**config.mk**
```make
export PLATFORM = sky130hd
export DESIGN_NAME = hex_dec_bin_display_scanner_core
export DESIGN_NICKNAME = d
export VERILOG_FILES = /design/src/sv/hdds_pkg.sv /design/src/sv/hex_dec_bin_display_scanner_core.sv /design/src/sv/hdds_decode.sv
export SDC_FILE = /design/constraint.sdc
export NUM_CORES = 1
export LEC_CHECK = 0
export CORE_ASPECT_RATIO = 0.7
export CORE_UTILIZATION = 40
export DETAILED_ROUTE_END_ITERATION = 10
export DONT_BUFFER_PORTS = 1
export PLACE_DENSITY_LB_ADDON = 0.25
export RECOVER_POWER = 100
export SYNTH_ARGS = -nofsm -noshare
export SYNTH_HDL_FRONTEND = slang
export SYNTH_SLANG_ARGS = --single-unit
export TNS_END_PERCENT = 50
```
**constraint.sdc**
```tcl
create_clock -name clk_i -period 13.45 [get_ports clk_i]
set_input_delay 0.6725 -clock clk_i [delete_from_list [all_inputs] [get_ports clk_i]]
set_output_delay 0.6725 -clock clk_i [all_outputs]
set_load 0.02 [all_outputs]
```
**src/sv/hdds_pkg.sv**
```systemverilog
// Shared types, constants and tables for the display scanner.
`default_nettype none

package hdds_pkg;

  localparam int unsigned ValueW = 16;
  localparam int unsigned ModeW  = 2;
  localparam int unsigned PosW   = 4;
  localparam int unsigned SegW   = 8;
  localparam int unsigned NibW   = 4;
  localparam int unsigned GroupW = 2;
  localparam int unsigned PlaceW = 3;
  localparam int unsigned RecipW = 32;
  localparam int unsigned ProdW  = ValueW + RecipW;

  localparam logic [PosW-1:0]   LastPos  = 4'd9;
  localparam logic [PosW-1:0]   FirstDec = 4'd4;
  localparam logic [PosW-1:0]   HexPointPos = 4'd3;
  localparam logic [PlaceW-1:0] OnesPlace = 3'd5;

  localparam logic [ModeW-1:0] ModeHex = 2'd0;
  localparam logic [ModeW-1:0] ModeDec = 2'd1;

  localparam int unsigned PointBit = 7;

  // gfedcba hex font
  localparam logic [6:0] SegFont [16] = '{
    7'h3F, 7'h06, 7'h5B, 7'h4F, 7'h66, 7'h6D, 7'h7D, 7'h07,
    7'h7F, 7'h6F, 7'h77, 7'h7C, 7'h39, 7'h5E, 7'h79, 7'h71
  };

  // ceil(2^32 / w) per decimal place, place 0 is the hundred-thousands digit.
  // Zero gives a zero quotient; the ones place bypasses the multiply.
  localparam logic [RecipW-1:0] RecipPlace [8] = '{
    32'h0000_0000,  // 100000: always 0
    32'h0006_8DB9,  // 10000
    32'h0041_8938,  // 1000
    32'h028F_5C29,  // 100
    32'h1999_999A,  // 10
    32'h0000_0000,  // 1: bypassed
    32'h0000_0000,
    32'h0000_0000
  };

  // ceil(2^32 / (10*w)) per decimal place
  localparam logic [RecipW-1:0] RecipNext [8] = '{
    32'h0000_0000,
    32'h0000_0000,  // 100000: always 0
    32'h0006_8DB9,  // 10000
    32'h0041_8938,  // 1000
    32'h028F_5C29,  // 100
    32'h1999_999A,  // 10
    32'h0000_0000,
    32'h0000_0000
  };

  typedef struct packed {
    logic [PosW-1:0]   digit_index;
    logic [SegW-1:0]   segment_pattern;
    logic              nibble_on;
    logic [GroupW-1:0] nibble_index;
    logic [NibW-1:0]   nibble_bits;
  } hdds_res_t;

endpackage

`default_nettype wire

```
**src/sv/hex_dec_bin_display_scanner_core.sv**
```systemverilog
// Top level of the display scanner: scan counter, input register, result register.
// Path: a word accepted into the input register passes the combinational decode and
// is loaded into the result register once that register is empty or not stalled.
// Throughput: one word per cycle while out_stall_i is low; the decode of hex nibble,
// decimal digit (two reciprocal multiplies) and font lookup fits one registered pass.
// Reset: asynchronous, clears the scan position to 0 and both stage valids.
`default_nettype none

module hex_dec_bin_display_scanner_core
  import hdds_pkg::*;
(
  input  wire logic              clk_i,
  input  wire logic              rst_ni,
  input  wire logic              in_valid_i,
  output logic                   in_stall_o,
  input  wire logic [ValueW-1:0] shown_value_i,
  input  wire logic [ModeW-1:0]  entry_mode_i,
  output logic                   out_valid_o,
  input  wire logic              out_stall_i,
  output logic [PosW-1:0]        digit_index_o,
  output logic [SegW-1:0]        segment_pattern_o,
  output logic                   nibble_on_o,
  output logic [GroupW-1:0]      nibble_index_o,
  output logic [NibW-1:0]        nibble_bits_o
);

  logic [PosW-1:0]   scan_q, scan_d;
  logic              s1_valid_q;
  logic [ValueW-1:0] s1_value_q;
  logic [ModeW-1:0]  s1_mode_q;
  logic [PosW-1:0]   s1_pos_q;
  logic              s2_valid_q;
  hdds_res_t         s2_res_q;
  hdds_res_t         dec_res;
  logic              in_accept;
  logic              s2_load;

  assign s2_load    = s1_valid_q && (!s2_valid_q || !out_stall_i);
  assign in_stall_o = s1_valid_q && !s2_load;
  assign in_accept  = in_valid_i && !in_stall_o;
  assign scan_d     = (scan_q >= LastPos) ? '0 : scan_q + 4'd1;

  hdds_decode u_decode (
    .shown_value_i (s1_value_q),
    .entry_mode_i  (s1_mode_q),
    .scan_pos_i    (s1_pos_q),
    .res_o         (dec_res)
  );

  always_ff @(posedge clk_i or negedge rst_ni) begin
    if (!rst_ni) begin
      scan_q     <= '0;
      s1_valid_q <= 1'b0;
      s2_valid_q <= 1'b0;
    end else begin
      if (in_accept) begin
        scan_q <= scan_d;
      end
      if (in_accept) begin
        s1_valid_q <= 1'b1;
      end else if (s2_load) begin
        s1_valid_q <= 1'b0;
      end
      if (s2_load) begin
        s2_valid_q <= 1'b1;
      end else if (!out_stall_i) begin
        s2_valid_q <= 1'b0;
      end
    end
  end

  always_ff @(posedge clk_i) begin
    if (in_accept) begin
      s1_value_q <= shown_value_i;
      s1_mode_q  <= entry_mode_i;
      s1_pos_q   <= scan_q;
    end
    if (s2_load) begin
      s2_res_q <= dec_res;
    end
  end

  assign out_valid_o       = s2_valid_q;
  assign digit_index_o     = s2_res_q.digit_index;
  assign segment_pattern_o = s2_res_q.segment_pattern;
  assign nibble_on_o       = s2_res_q.nibble_on;
  assign nibble_index_o    = s2_res_q.nibble_index;
  assign nibble_bits_o     = s2_res_q.nibble_bits;

`ifndef SYNTHESIS
  a_scan_range: assert property (@(posedge clk_i) disable iff (!rst_ni)
    scan_q <= LastPos)
    else $error("scan position out of range");

  a_scan_step: assert property (@(posedge clk_i) disable iff (!rst_ni)
    in_accept |=> scan_q == (($past(scan_q) == LastPos) ? 4'd0 : $past(scan_q) + 4'd1))
    else $error("scan position did not advance");

  a_nibble_on: assert property (@(posedge clk_i) disable iff (!rst_ni)
    out_valid_o |-> (nibble_on_o == (digit_index_o < FirstDec)))
    else $error("nibble group lit on wrong digit");

  a_point_pos: assert property (@(posedge clk_i) disable iff (!rst_ni)
    (out_valid_o && segment_pattern_o[PointBit]) |->
      (digit_index_o == HexPointPos || digit_index_o == LastPos))
    else $error("decimal point on wrong digit");

  a_no_drop: assert property (@(posedge clk_i) disable iff (!rst_ni)
    (out_valid_o && out_stall_i) |=> out_valid_o)
    else $error("stalled word dropped");
`endif

endmodule

`default_nettype wire

```
**src/sv/hdds_decode.sv**
```systemverilog
// Digit decode: hex nibble or decimal digit select, font lookup and point.
`default_nettype none

module hdds_decode
  import hdds_pkg::*;
(
  input  wire logic [ValueW-1:0] shown_value_i,
  input  wire logic [ModeW-1:0]  entry_mode_i,
  input  wire logic [PosW-1:0]   scan_pos_i,
  output hdds_res_t              res_o
);

  logic [PosW-1:0]   pos;
  logic [GroupW-1:0] group;
  logic [NibW-1:0]   nib;
  logic [PlaceW-1:0] place;
  logic [ProdW-1:0]  prod_w;
  logic [ProdW-1:0]  prod_next;
  logic [ValueW-1:0] quo_w;
  logic [ValueW-1:0] quo_next;
  logic [ValueW-1:0] dec_diff;
  logic [NibW-1:0]   dec_digit;
  logic              is_hex;
  logic              point;

  always_comb begin
    pos    = (scan_pos_i > LastPos) ? '0 : scan_pos_i;
    is_hex = (pos < FirstDec);
    group  = 2'd3 - pos[GroupW-1:0];
    nib    = shown_value_i[{group, 2'b00} +: NibW];

    // digit = floor(v/w) - 10*floor(v/10w), both quotients by reciprocal multiply
    place     = PlaceW'(pos - FirstDec);
    prod_w    = ProdW'(shown_value_i) * ProdW'(RecipPlace[place]);
    prod_next = ProdW'(shown_value_i) * ProdW'(RecipNext[place]);
    quo_w     = (place == OnesPlace) ? shown_value_i : prod_w[ProdW-1 -: ValueW];
    quo_next  = prod_next[ProdW-1 -: ValueW];
    dec_diff  = quo_w - (quo_next << 3) - (quo_next << 1);
    dec_digit = dec_diff[NibW-1:0];

    point = (is_hex && pos == HexPointPos && entry_mode_i == ModeHex) ||
            (pos == LastPos && entry_mode_i == ModeDec);

    res_o.digit_index     = pos;
    res_o.segment_pattern = {point, SegFont[is_hex ? nib : dec_digit]};
    res_o.nibble_on       = is_hex;
    res_o.nibble_index    = is_hex ? group : '0;
    res_o.nibble_bits     = is_hex ? nib : '0;
  end

endmodule

`default_nettype wire
```
==> impl_metrics.yaml <==
final_layout:
  antennaDiodeCount: 0
  multiInputGateArea_um2: 17600
  regArea_um2: 1380
  syn_to_final_growth_pct: 4.69
  nNetsFinal: 3121
  n_fill_cell: 5297
  drive_above_1_share_pct: 2.12
setup_path:
  slowest_delay_ns: 0.89
  worst-path-max-fanout: 16
  end_kind: "flip-flop"
  arrival_ns: 12.38
  slowest_stage: "nor4b_1"
  required_ns: 13.47
  path_class: "reg2reg"
  crit_path_start_kind: "flip-flop"
routing:
  wire_per_inst_um: 25.8
  drc: 0
  drtIter0Drc: 1801
  viasPerCell: 5.17
  routed-via-count: 15505
  ant_nets: 0
  routed_wl_mm: 77.4
  drt_first_pass_iters: 5
global_route:
  grtUsageTotal_pct: 29.0
  grt_max_degree: 27
  grt_pass1_wl_mm: 114
  grt_overflow_total: 0
  grt_pass1_vias: 16488
  antenna_found_initial: 4
clocking:
  cts_root_buffer: "clkbuf_16"
  clkTransAtPathRegs_ns: 0.07
  postCtsHoldBufs: 0
  cts_tree: "done"
  cts-buffers-inserted: 5
  cts.sinks: 47
  htree_levels: 2
  postCtsSetupBuffers: 0
  cts_max_path_buffers: 2
  clock_latency_ns: 0.29
  post_cts_resize_count: 0
synthesis:
  synth_commonest_cells: "inv_1 (771), fa_1 (500), ha_1 (331)"
  yosysWarnings: 0
  yosysTopAreaCellShare_pct: 45.4
  ys.flop_type: "edfxtp_1"
  synth.distinct_cells: 63
  synth_top_cells_by_area: "fa_1 (45%), ha_1 (19%), inv_1 (13%), edfxtp_1 (5.6%), nand2_1 (2.6%)"
  synth_edf_count: 41
  avgSynthCellArea_um2: 9.67
  syn_nets: 3136
  ys_ff_latch: 47
  yosysSeqAreaShare_pct: 6.26
  netlist_area_um2: 22100
  synthArstFlopShare_pct: 12.8
  yosysTopAreaCell: "fa_1"
  synth.most_common_cell: "inv_1"
  synthCells: 2283
timing:
  report.final.hold_viol_count: 0
  worstMarginPinSlew_ns: 2.88
  rsz0062_at_grt: "no"
  fmax_mhz: 80.9
  min_period_over_period_pct: 91.8
  slew_headroom_pct: -93.5
  setup_viol: 0
  drv_slew: 20
  clock_skew_ns: 0.00359
  fin_hold_ws_ns: 0.0659
  fin_crit_ns: 12.35
  setup_tns_ns: 0
die:
  placeableCoreArea_um2: 54100
  die_x_um: 283
  floorplan.rows: 71
  initial_utilization_pct: 40.8
  die_area_um2: 56100
  ios: 43
  die_h_um: 199
hold_path:
  hp-class: "in2async"
placed_design:
  place.port_buffers: 0
  gp_congestion: 1.02
  dp_hpwl_mm: 69.6
flow_run:
  cap_violations: 1
outcome:
  status: "finished, violations left"
  violations: "max-capacitance violations, max-slew violations"
-- kinds of logic (layout without fill, tap and decap cells) --
logic type      count (synthesis)  count (layout)  share of synthesized area, %
buf+inv                       815             801                          13.9
compound gates                139             139                          4.12
simple gates                  391             391                          8.69
mux                            16              16                         0.850
fa+ha+maj                     831             831                          64.1
flops                          47              47                          6.26
xor+xnor                       44              44                          2.06
-- worst max-delay path: cells and delay by family, from the launching register on --
kind / cells / cell delay, ns
simple gates: 6 / 2.94
compound gates: 6 / 1.84
fa+ha+maj: 9 / 4.11
xor+xnor: 8 / 1.84
mux: 2 / 0.38
flops: 1 / 0.52
buf+inv: 5 / 0.46
-- placed cells by master, fill, tap and decap left out, types with 6 or more instances in the layout --
master,netlist,routed
dfrtp_1,6,6
nand2b_1,13,14
nor3_1,12,12
nor2b_1,27,27
xnor2_1,29,29
nand4_1,10,10
a211oi_1,7,7
buf_4,2,20
mux2i_1,12,12
inv_1,771,772
and3_1,12,12
a21oi_1,35,36
a21o_1,11,11
o21a_1,9,9
ha_1,331,331
nor4_1,6,6
fa_1,500,500
o21ai_0,30,30
or2_2,15,14
and2_1,64,59
nand3_1,14,14
edfxtp_1,41,41
nor2_1,52,52
xor2_1,10,10
nand2_1,154,154
-- sequential cells by signal, indices dropped and copies added (netlist names), 2 cells and up --
signal             cells
digit_index_o          4
nibble_bits_o          4
nibble_index_o         2
s1_mode_q              2
s1_pos_q               4
s1_value_q            16
scan_q                 4
segment_pattern_o      8
-- path summary, 6_finish.rpt --
kind,startpoint,endpoint,slack (ns),depth (start not counted)
max,s1_pos_q[2],segment_pattern_o[3],1.10,36
min,rst_ni,scan_q[2],0.07,0
max reg2reg,s1_pos_q[2],segment_pattern_o[3],1.10,36
min reg2reg,scan_q[3],s1_pos_q[3],0.48,0
max in group asynchronous,rst_ni,scan_q[3],13.31,0
min in group clk_i,shown_value_i[13],s1_value_q[13],0.47,0
-- metrics by stage --
stage	util (%)	area (um2)	setup WS (ns)	instances
after detailed placement	42.5	23000	2.01	2991
after CTS	42.7	23100	1.95	2999
after global routing	42.7	23100	0.695	2999
final	42.7	23100	1.10	2999
after floorplan	-	22100	3.92	2283
after global placement	42.5	23000	2.13	2991
-- final cells by class --
class | count | share of cell area, %
Clock buffer | 5 | 0.542
Timing Repair Buffer | 20 | 0.650
Clock inverter | 3 | 0.125
Inverter | 773 | 12.6
Sequential cell | 47 | 5.98
Tap cell | 730 | 3.95
Multi-Input combinational cell | 1421 | 76.2
-- per-layer routing --
layer / track usage [%] / wire length [um] / vias up
met4: 3.02 / 877 / 2
met2: 36.5 / 28100 / 886
met1: 46.7 / 37200 / 7833
li1: - / - / 6724
met5: 0 / 11 / -
met3: 10.9 / 11300 / 60
Power is not shown: default switching activity piles up to over one toggle a cycle in this logic, so the estimate is an artifact.
